===== src/design/madt_pkg.sv =====
// shared constants, types and tables of the interrupt controller table parser
package madt_pkg;

  localparam int unsigned DEF_OFFSET_BITS = 16;
  localparam int unsigned DEF_COUNT_BITS  = 8;

  localparam int unsigned BYTE_W     = 8;
  localparam int unsigned LEN_W      = 32;
  localparam int unsigned ADDR_W     = 32;
  localparam int unsigned CNT_OUT_W  = 8;
  localparam int unsigned RES_BITS   = 3 + 2 * CNT_OUT_W + 3 * ADDR_W;
  localparam int unsigned RES_TDATA_W = ((RES_BITS + 7) / 8) * 8;

  // table layout
  localparam logic [LEN_W-1:0] HDR_FIXED_END = 32'd8;
  localparam logic [LEN_W-1:0] LOCAL_ADDR_OFS = 32'd36;
  localparam logic [LEN_W-1:0] ENTRY_START_OFS = 32'd44;

  // entry kinds
  localparam logic [BYTE_W-1:0] ENTRY_LOCAL_CPU      = 8'd0;
  localparam logic [BYTE_W-1:0] ENTRY_IO_CTRL        = 8'd1;
  localparam logic [BYTE_W-1:0] ENTRY_ADDR_OVERRIDE  = 8'd5;

  // 'A' 'P' 'I' 'C'
  localparam logic [BYTE_W-1:0] SIG_BYTES [4] = '{8'h41, 8'h50, 8'h49, 8'h43};

  // walker status after the current beat
  typedef struct packed {
    logic                  bad_entry;
    logic [CNT_OUT_W-1:0]  cpu_count;
    logic [CNT_OUT_W-1:0]  io_count;
    logic [ADDR_W-1:0]     io_address;
    logic [ADDR_W-1:0]     io_base;
    logic                  override_hit;
    logic [ADDR_W-1:0]     override_address;
  } walk_stat_t;

endpackage


===== src/design/madt_entry_walk.sv =====
// variable-length entry walker: entry decode, tallies and first i/o controller capture
module madt_entry_walk #(
  parameter int unsigned COUNT_BITS = madt_pkg::DEF_COUNT_BITS
) (
  input  logic                        clk_i,
  input  logic                        rst_ni,
  input  logic                        step_i,
  input  logic [madt_pkg::BYTE_W-1:0] byte_i,
  input  logic                        clear_i,
  output madt_pkg::walk_stat_t        stat_o
);
  import madt_pkg::*;

  logic [BYTE_W-1:0]     pos_q, pos_d, kind_q, kind_d, size_q, size_d;
  logic [ADDR_W-1:0]     f1_q, f1_d, f2_q, f2_d;
  logic [COUNT_BITS-1:0] cpu_q, cpu_d, io_q, io_d;
  logic [ADDR_W-1:0]     io_addr_q, io_addr_d, io_base_q, io_base_d;
  logic                  err_q, err_d;
  logic                  finish, ovr_hit;

  always_comb begin
    pos_d     = pos_q;
    kind_d    = kind_q;
    size_d    = size_q;
    f1_d      = f1_q;
    f2_d      = f2_q;
    cpu_d     = cpu_q;
    io_d      = io_q;
    io_addr_d = io_addr_q;
    io_base_d = io_base_q;
    err_d     = err_q;
    finish    = 1'b0;
    ovr_hit   = 1'b0;

    if (step_i && !err_q) begin
      if (pos_q == 8'd0) begin
        kind_d = byte_i;
        f1_d   = '0;
        f2_d   = '0;
        pos_d  = 8'd1;
      end else if (pos_q == 8'd1) begin
        size_d = byte_i;
        if (byte_i < 8'd2) begin
          err_d = 1'b1;
          pos_d = 8'd0;
        end else if (byte_i == 8'd2) begin
          finish = 1'b1;
          pos_d  = 8'd0;
        end else begin
          pos_d = 8'd2;
        end
      end else begin
        // bytes 4..7 and 8..11 of an entry are the two little-endian words
        if (pos_q[7:2] == 6'd1) begin
          f1_d[{pos_q[1:0], 3'b000} +: 8] = byte_i;
        end else if (pos_q[7:2] == 6'd2) begin
          f2_d[{pos_q[1:0], 3'b000} +: 8] = byte_i;
        end
        if ({1'b0, pos_q} + 9'd1 >= {1'b0, size_q}) begin
          finish = 1'b1;
          pos_d  = 8'd0;
        end else begin
          pos_d = pos_q + 8'd1;
        end
      end
    end

    if (finish) begin
      case (kind_d)
        ENTRY_LOCAL_CPU: begin
          if (f1_d[0] && !(&cpu_q)) cpu_d = cpu_q + 1'b1;
        end
        ENTRY_IO_CTRL: begin
          if (io_q == '0) begin
            io_addr_d = f1_d;
            io_base_d = f2_d;
          end
          if (!(&io_q)) io_d = io_q + 1'b1;
        end
        ENTRY_ADDR_OVERRIDE: begin
          ovr_hit = 1'b1;
        end
        default: begin
        end
      endcase
    end
  end

  always_comb begin
    stat_o.bad_entry        = err_d;
    stat_o.cpu_count        = CNT_OUT_W'(cpu_d);
    stat_o.io_count         = CNT_OUT_W'(io_d);
    stat_o.io_address       = io_addr_d;
    stat_o.io_base          = io_base_d;
    stat_o.override_hit     = ovr_hit;
    stat_o.override_address = f1_d;
  end

  always_ff @(posedge clk_i or negedge rst_ni) begin
    if (!rst_ni) begin
      pos_q     <= '0;
      kind_q    <= '0;
      size_q    <= '0;
      f1_q      <= '0;
      f2_q      <= '0;
      cpu_q     <= '0;
      io_q      <= '0;
      io_addr_q <= '0;
      io_base_q <= '0;
      err_q     <= 1'b0;
    end else if (clear_i) begin
      pos_q     <= '0;
      kind_q    <= '0;
      size_q    <= '0;
      f1_q      <= '0;
      f2_q      <= '0;
      cpu_q     <= '0;
      io_q      <= '0;
      io_addr_q <= '0;
      io_base_q <= '0;
      err_q     <= 1'b0;
    end else begin
      pos_q     <= pos_d;
      kind_q    <= kind_d;
      size_q    <= size_d;
      f1_q      <= f1_d;
      f2_q      <= f2_d;
      cpu_q     <= cpu_d;
      io_q      <= io_d;
      io_addr_q <= io_addr_d;
      io_base_q <= io_base_d;
      err_q     <= err_d;
    end
  end

endmodule


===== src/design/madt_stream_parser.sv =====
// top level of the streaming interrupt controller table parser
// Takes one table byte per cycle on the slave stream, from offset zero up, with tlast on
// the final byte. Every beat below the offset counter limit updates the parser state in
// the cycle it is accepted; the tlast beat loads one summary beat into the output
// register, which shows it on the master stream the next cycle, and the parser state
// returns to its reset values for the next table. Sustained rate is one byte per cycle,
// set by the single update pass between the state registers; s_axis_tready is low only
// while a summary beat sits in the output register and the master side holds tready low.
module madt_stream_parser #(
  parameter int unsigned OFFSET_BITS = madt_pkg::DEF_OFFSET_BITS,
  parameter int unsigned COUNT_BITS  = madt_pkg::DEF_COUNT_BITS
) (
  input  logic                              clk_i,
  input  logic                              rst_ni,
  input  logic                              s_axis_tvalid,
  output logic                              s_axis_tready,
  input  logic [7:0]                        s_axis_tdata,  // [7:0] table_byte
  input  logic                              s_axis_tlast,  // last_byte
  output logic                              m_axis_tvalid,
  input  logic                              m_axis_tready,
  // [0] checksum_ok, [1] signature_ok, [2] malformed, [10:3] enabled_cpu_count,
  // [18:11] io_controller_count, [50:19] local_controller_address,
  // [82:51] io_controller_address, [114:83] io_interrupt_base, rest zero
  output logic [madt_pkg::RES_TDATA_W-1:0] m_axis_tdata
);
  import madt_pkg::*;

  localparam logic [LEN_W:0] OFF_MAX = (33'd1 << OFFSET_BITS) - 33'd1;

  logic [OFFSET_BITS-1:0] ofs_q, ofs_d, count;
  logic [LEN_W-1:0]       hlen_q, hlen_d, pos32;
  logic [BYTE_W-1:0]      sum_q, sum_d;
  logic                   sig_q, sig_d;
  logic [ADDR_W-1:0]      laddr_q, laddr_d;
  logic                   accept, last_beat, ofs_full, in_len, walk_step, bad;
  walk_stat_t             wstat;
  logic                   out_valid_q, out_valid_d;
  logic [RES_TDATA_W-1:0] out_data_q, out_data_d;

  assign s_axis_tready = !out_valid_q || m_axis_tready;
  assign accept        = s_axis_tvalid && s_axis_tready;
  assign last_beat     = accept && s_axis_tlast;

  assign pos32    = LEN_W'(ofs_q);
  assign ofs_full = ({1'b0, pos32} == OFF_MAX);

  always_comb begin
    ofs_d   = ofs_q;
    hlen_d  = hlen_q;
    sum_d   = sum_q;
    sig_d   = sig_q;
    laddr_d = laddr_q;
    in_len  = 1'b0;
    if (accept && !ofs_full) begin
      if (pos32 < 32'd4 && s_axis_tdata != SIG_BYTES[pos32[1:0]]) sig_d = 1'b0;
      if (pos32[LEN_W-1:2] == 30'd1) hlen_d[{pos32[1:0], 3'b000} +: 8] = s_axis_tdata;
      in_len = (pos32 < HDR_FIXED_END) || (pos32 < hlen_d);
      if (in_len) begin
        sum_d = sum_q + s_axis_tdata;
        if (pos32[LEN_W-1:2] == LOCAL_ADDR_OFS[LEN_W-1:2]) begin
          laddr_d[{pos32[1:0], 3'b000} +: 8] = s_axis_tdata;
        end
      end
      ofs_d = ofs_q + 1'b1;
    end
    // override entries replace the header address
    if (wstat.override_hit) laddr_d = wstat.override_address;
  end

  assign walk_step = in_len && (pos32 >= ENTRY_START_OFS);

  madt_entry_walk #(
    .COUNT_BITS(COUNT_BITS)
  ) u_walk (
    .clk_i  (clk_i),
    .rst_ni (rst_ni),
    .step_i (walk_step),
    .byte_i (s_axis_tdata),
    .clear_i(last_beat),
    .stat_o (wstat)
  );

  // bytes seen, pinned at the counter limit
  assign count = ofs_full ? ofs_q : ofs_q + 1'b1;
  assign bad   = wstat.bad_entry || ({1'b0, hlen_d} > OFF_MAX) ||
                 (LEN_W'(count) < HDR_FIXED_END) || (LEN_W'(count) < hlen_d);

  always_comb begin
    out_data_d = '0;
    out_data_d[RES_BITS-1:0] = {wstat.io_base, wstat.io_address, laddr_d,
                                wstat.io_count, wstat.cpu_count, bad,
                                sig_d && (LEN_W'(count) >= 32'd4),
                                (sum_d == '0)};
  end

  always_comb begin
    out_valid_d = out_valid_q;
    if (last_beat) begin
      out_valid_d = 1'b1;
    end else if (m_axis_tready) begin
      out_valid_d = 1'b0;
    end
  end

  always_ff @(posedge clk_i or negedge rst_ni) begin
    if (!rst_ni) begin
      ofs_q       <= '0;
      hlen_q      <= '0;
      sum_q       <= '0;
      sig_q       <= 1'b1;
      laddr_q     <= '0;
      out_valid_q <= 1'b0;
    end else begin
      out_valid_q <= out_valid_d;
      if (last_beat) begin
        ofs_q   <= '0;
        hlen_q  <= '0;
        sum_q   <= '0;
        sig_q   <= 1'b1;
        laddr_q <= '0;
      end else begin
        ofs_q   <= ofs_d;
        hlen_q  <= hlen_d;
        sum_q   <= sum_d;
        sig_q   <= sig_d;
        laddr_q <= laddr_d;
      end
    end
  end

  always_ff @(posedge clk_i) begin
    if (last_beat) out_data_q <= out_data_d;
  end

  assign m_axis_tvalid = out_valid_q;
  assign m_axis_tdata  = out_data_q;

endmodule


===== config.mk =====
export PLATFORM = sky130hd
export DESIGN_NAME = madt_stream_parser
export DESIGN_NICKNAME = d
export VERILOG_FILES = /design/src/design/madt_pkg.sv /design/src/design/madt_entry_walk.sv /design/src/design/madt_stream_parser.sv
export SDC_FILE = /design/constraint.sdc
export NUM_CORES = 1
export LEC_CHECK = 0
export BUFFER_PORTS_ARGS = -buffer_cell sky130_fd_sc_hd__buf_2
export CORE_ASPECT_RATIO = 1.5
export CORE_MARGIN = 1.5
export CORE_UTILIZATION = 25
export CTS_CLUSTER_DIAMETER = 30
export DETAILED_ROUTE_END_ITERATION = 8
export GPL_TIMING_DRIVEN = 1
export HOLD_SLACK_MARGIN = 0.12
export SYNTH_ARGS = -nofsm -noshare
export SYNTH_HDL_FRONTEND = slang
export SYNTH_HIERARCHICAL = 1
export SYNTH_SLANG_ARGS = --single-unit
export TNS_END_PERCENT = 30

===== constraint.sdc =====
create_clock -name clk_i -period 7.51 [get_ports clk_i]
set_input_delay 1.502 -clock clk_i [delete_from_list [all_inputs] [get_ports clk_i]]
set_output_delay 1.502 -clock clk_i [all_outputs]
set_load 0.02 [all_outputs]

* Word-level counts from Yosys, hierarchy flattened
Cells that the tools add are included.
** Cells by class
- Add/sub/neg operators :: 8
- Magnitude comparators :: 11
- Equal/unequal tests :: 11
- Shift-type cells :: 4
- Mux-type cells :: 82
- Bitwise gates (word level) :: 1
- Reduce and logical (&&, ||, !) cells :: 28
** Operator list (number)
- two-way mux 32 bit :: 28
- two-way mux 8 bit :: 26
- bitwise mux 32 bit :: 4
- < comparator 16 x 32 -> 1 bit :: 2
- variable shift 8 x 7 -> 32 bit, first input constant :: 2
- variable part select 8 x 7 -> 32 bit :: 2
- two-way mux 16 bit :: 3
- > comparator 32 x 16 -> 1 bit, second input constant :: 1
- logical NOT 8 bit :: 4
- < comparator 16 x 4 -> 1 bit, second input constant :: 2
- adder 8 x 1 -> 8 bit, second input constant :: 3
- two-way mux 1 bit :: 19
- adder 16 x 1 -> 16 bit, second input constant :: 1
- binary-select mux 8 bit (select 2 bit) :: 1
- equality test 16 bit, second input constant :: 1
- equality test 8 x 1 -> 1 bit, second input constant :: 2
- >= comparator 16 x 3 -> 1 bit, second input constant :: 1
- >= comparator 16 x 6 -> 1 bit, second input constant :: 1
- < comparator 16 x 3 -> 1 bit, second input constant :: 1
- AND reduction 8 bit :: 2
- equality test 14 x 1 -> 1 bit, second input constant :: 1
- equality test 14 x 4 -> 1 bit, second input constant :: 1
- negation 5 -> 7 bit :: 2
- adder 8 x 1 -> 9 bit, second input constant :: 1
- other kinds (17) :: 34
** Storage, ports and cells
- Flip-flop bits (word level) :: 374
- Output and inout port bits :: 122

* Depth between registers and ports, before layout
- Depth in word-level cells :: 16
- Depth in mapped cells :: 27
- Gate-level depth less buffers :: 21

* By module
Netlist, hierarchy kept.
** Modules (own cells, without submodules)
- madt_stream_parser :: times used 1, cells an instance 870, area an instance 10122.2 µm², seq. area each 5706.7 µm²
- madt_entry_walk :: times used 1, cells an instance 1069, area an instance 9334.0 µm², seq. area each 4229.1 µm²

* Worst setup path before layout
OpenSTA, ideal clock, no wires.
- Kind :: input to register
- Start :: input m_axis_tready
- End :: register u_walk.f1_q[10]
- Arrival :: 6.906 ns
- Required time :: 7.378 ns
- Setup slack :: 0.472 ns
- Cell stages on the path :: 10
- Path buffers :: 6
- Cell sequence :: nand2b_1 -> nand3_1 -> inv_1 -> clkbuf_1 -> clkbuf_1 -> clkbuf_1 -> clkbuf_1 -> clkbuf_1 -> clkbuf_1 -> nor2_1
** RTL lines
- start: declaration :: RTL line madt_stream_parser.sv:20 : input logic m_axis_tready,
- logical OR 1 bit :: RTL line madt_stream_parser.sv:40 : assign s_axis_tready = !out_valid_q || m_axis_tready;
- logical AND 1 bit :: RTL line madt_stream_parser.sv:41 : assign accept = s_axis_tvalid && s_axis_tready;
- logical AND 1 bit :: RTL line madt_stream_parser.sv:42 : assign last_beat = accept && s_axis_tlast;
- via last_beat :: RTL line madt_stream_parser.sv:35 : logic accept, last_beat, ofs_full, in_len, walk_step, bad;
- two-way mux 32 bit :: RTL line madt_entry_walk.sv:111 : end else if (clear_i) begin
- end signal: assignment :: RTL line madt_entry_walk.sv:104 : f1_q <= '0;
- end signal: assignment :: RTL line madt_entry_walk.sv:115 : f1_q <= '0;
- end signal: assignment :: RTL line madt_entry_walk.sv:126 : f1_q <= f1_d;
- end: declaration :: RTL line madt_entry_walk.sv:15 : logic [ADDR_W-1:0] f1_q, f1_d, f2_q, f2_d;
The timed path passes the listed nets, and every way through them passes these cells.
A chain may end at the register's enable or synchronous reset.

==> summary.txt <==
Clock network
  • CTS root buffer: clkbuf_16
  • CTS tree: built
  • # Post-CTS Setup Buffers: 0
  • CTS clk-pin slew, worst paths: 60 ps
  • Insertion delay to the later sink of the worst-skew pair: between 600 and 700 ps
  • Post-CTS sizing: 0
  • H-Tree Depth: 2
  • Hold_buf cts: 0
  • CTS Sinks: 374
  • CTS max path bufs: 3
  • CTS Buf Count: 59

Setup path
  • Highest net fanout along the worst path: 42
  • R2R Setup Slk: 1030 ps
  • Reg2reg start: ofs_q[1]$_DFFE_PN0P_
  • WS Path Type: flop to flop
  • Crit path DAT: 6990 ps
  • Worst Setup Start Kind: flop
  • R2r endpoint: laddr_q[25]$_DFF_PN0_
  • Crit path required time: ~8000 ps
  • Crit. End Element: flop
  • Worst r2r path cells: 20

Synthesis
  • Synth unique cells: 91
  • Post-synth EDFFs: between 100 and 150
  • Largest family of logic cells by synthesized area: simple AND/OR/NAND/NOR gates
  • Mean Syn Cell Area: 10.0 um2
  • Post-Synth XOR/XNOR Area: 1.53%
  • Post-synthesis async set-or-reset flop share: approximately 69%
  • Top post-synthesis cells by area: dfrtp_1, edfxtp_1, nand2_1
  • Fraction of the mapped netlist area in simple logic gates: 20.4%
  • Largest area contributor in the netlist: dfrtp_1
  • Ys Warns: 6
  • Compound-Gate Fraction of Synth Area: approximately 14%
  • Syn Inst Count: 1939
  • Post-Synth Adder-Cell Area: a little over 4%
  • Synth Cell Area: 0.0195 mm2
  • #FFs+latches synth: 374
  • Post-synth top area share: between 30 and 40%
  • Mux cell area share after synthesis: about 3.8%
  • Primary FF master, synth: dfrtp_1
  • Post-synthesis sequential area ratio: 51.1%

Timing
  • Crit path time final: 6480 ps
  • Period utilisation layout: 86.3%
  • Min Hold Slack: ~500 ps
  • RSZ-0062 raised after global routing: no
  • Setup TNS: 0 ps
  • FMAX: 154 MHz
  • Final Max Tran Viols: 0
  • Setup ws final: 1030 ps
  • Worst Skew: 32.8 ps
  • Setup-failing EPs final: 0
  • Max-slew headroom: 25.1%
  • Final hold violation count: 0
  • Slew @ Worst Pin: between 1000 and 1500 ps

Power and ir drop
  • Tot Pwr: 5.47 mW
  • Maximum ir drop on the vdd rail: 0.000181 V
  • Lkg Pwr: 10.5 nW
  • Cell Pwr Density: 235 mW/mm2

Place
  • Dpl hpwl: 43000 um
  • Placer congestion estimate: 0.902
  • Port Buffers: 129
  • Post-DP Area: between 0.02 and 0.025 mm2
  • Worst slack, placed: 1150 ps

Min path
  • Worst Hold Depth: 2
  • Worst Hold Path EP: sig_q$_DFF_PN1_
  • Class of the worst hold path: flop to flop
  • HP Start: sig_q$_DFF_PN1_

Route
  • Vias: 15200
  • Via density: 4.86
  • Routed wire length: 61100 um
  • Routed Antenna Nets: 0
  • Initial DRC count: about 1200
  • DR WL/cell: 19.6 um
  • DRC: 0
  • DR pass1 iterations: 4

Run
  • # Max-Cap Violations: 0

Finish
  • Fillers: 8068
  • Share of cells above drive strength 1: 18.3%
  • Design area: 0.0233 mm2
  • Nets: 2127
  • Sequential Area: about 0.0099 mm2
  • Area delta synth->final: 19.9%
  • Commonest non-fill, non-tap cell in the layout: nand2_1
  • Multi-input gate area: about 0.0086 mm2
  • Commonest cells after routing, fill and taps aside: nand2_1, dfrtp_1, nor2_1

Global routing
  • Largest net degree at the start of global routing: roughly 150
  • First-pass GRT wire length: between 90000 and 100000 um
  • Initial antenna violation count: 5
  • Vias in the first global route: ~15000
  • Overall Global Routing Usage: 15.2%
  • GR Overflow Total: 0

Floorplan
  • Starting Density: 25.2%
  • Core area: 0.0773 mm2
  • Die area: 0.0795 mm2
  • Die Wd: 231 um
  • Die height: 345 um
  • # rows: between 100 and 150
  • Top Ports: 135

Status
  • Outcome: finished, final reports clean
## routing by layer
| layer | share of wire [%] | track usage (%) |
|---|---|---|
| met1 | 39 | 17.4 |
| met2 | 51 | 27.3 |
| met3 | 4.0 | 1.89 |
| met4 | 5.5 | 8.61 |
| met5 | 0 | 0 |
## synth_stat cells (21+ instances only)
cell type	number
or2_2	26
mux2_2	22
nand3_1	68
mux2i_1	42
and2_1	28
edfxtp_1	115
o21ai_0	41
nand3b_1	36
o21ai_1	57
nor2_1	140
ha_1	62
buf_2	27
inv_1	107
clkbuf_1	81
dfrtp_1	258
a21oi_1	119
xnor2_1	21
nand2b_1	26
nand2_1	274
a22oi_1	26
nand4_1	26
and3_1	24
a211oi_1	24
## kinds of logic after synthesis
family	Yosys count
compound gates	393
xor+xnor	34
fa+ha+maj	63
buf+inv	228
flops	374
mux	71
other cells	1
simple gates	775
## worst max-delay path: stages (launching register included)
cell	delay [ps]
dfrtp_1	550
inv_1	170
ha_1	350
inv_1	150
nand3_1	220
nor2_1	470
a22oi_1	190
ha_1	360
a21oi_1	150
a21boi_0	110
o31ai_1	600
o211ai_4	260
a21oi_1	220
o21a_1	310
nor2b_1	200
o21ai_0	230
a2111oi_4	480
and3_4	570
buf_4	340
a221oi_1	100
a211oi_1	320
## flip-flops by register name, summed over array words and instances (netlist names), 16 cells and up
register          cells
hlen_q               32
laddr_q              32
ofs_q                16
u_walk/io_addr_q     32
u_walk/f2_q          32
u_walk/f1_q          32
m_axis_tdata        115
u_walk/io_base_q     32
## power by group
| group | switching [mW] | leakage (nW) | internal, mW |
|---|---|---|---|
| combinational | 0.288 | 4.80 | 0.135 |
| sequential | 0.0388 | 4.70 | 2.15 |
| clock | 1.15 | 1.01 | 1.71 |
| total | 1.48 | 10.5 | 4.00 |
## how the worst max path moves through the flow
stage                         startpoint                   endpoint
global route        ofs_q[1]$_DFFE_PN0P_      laddr_q[25]$_DFF_PN0_
floorplan                  m_axis_tready  u_walk/f1_q[10]$_DFF_PN0_
detailed placement       s_axis_tdata[4]   u_walk/io_q[5]$_DFF_PN0_
finish              ofs_q[1]$_DFFE_PN0P_      laddr_q[25]$_DFF_PN0_
global placement         s_axis_tdata[4]   u_walk/io_q[5]$_DFF_PN0_
CTS                 ofs_q[1]$_DFFE_PN0P_      laddr_q[25]$_DFF_PN0_
## through the flow
| step | util [%] | instances |
|---|---|---|
| floorplan | - | 1943 |
| global placement | 27.5 | 3006 |
| detailed placement | 27.5 | 3006 |
| CTS | 30.2 | 3117 |
| global route | 30.2 | 3117 |
| finish | 30.2 | 3118 |
## final cells by class
| class | instances | area share [%] |
|---|---|---|
| sequential | 374 | 42.6 |
| clock inverter | 45 | 2.39 |
| tap | 1016 | 5.45 |
| inverter | 107 | 1.75 |
| multi-input combinational | 1341 | 36.9 |
| antenna | 1 | 0.0107 |
| clock buffer | 66 | 6.62 |
| timing repair buffer | 168 | 4.33 |
Power figures use the tool's default switching activity.
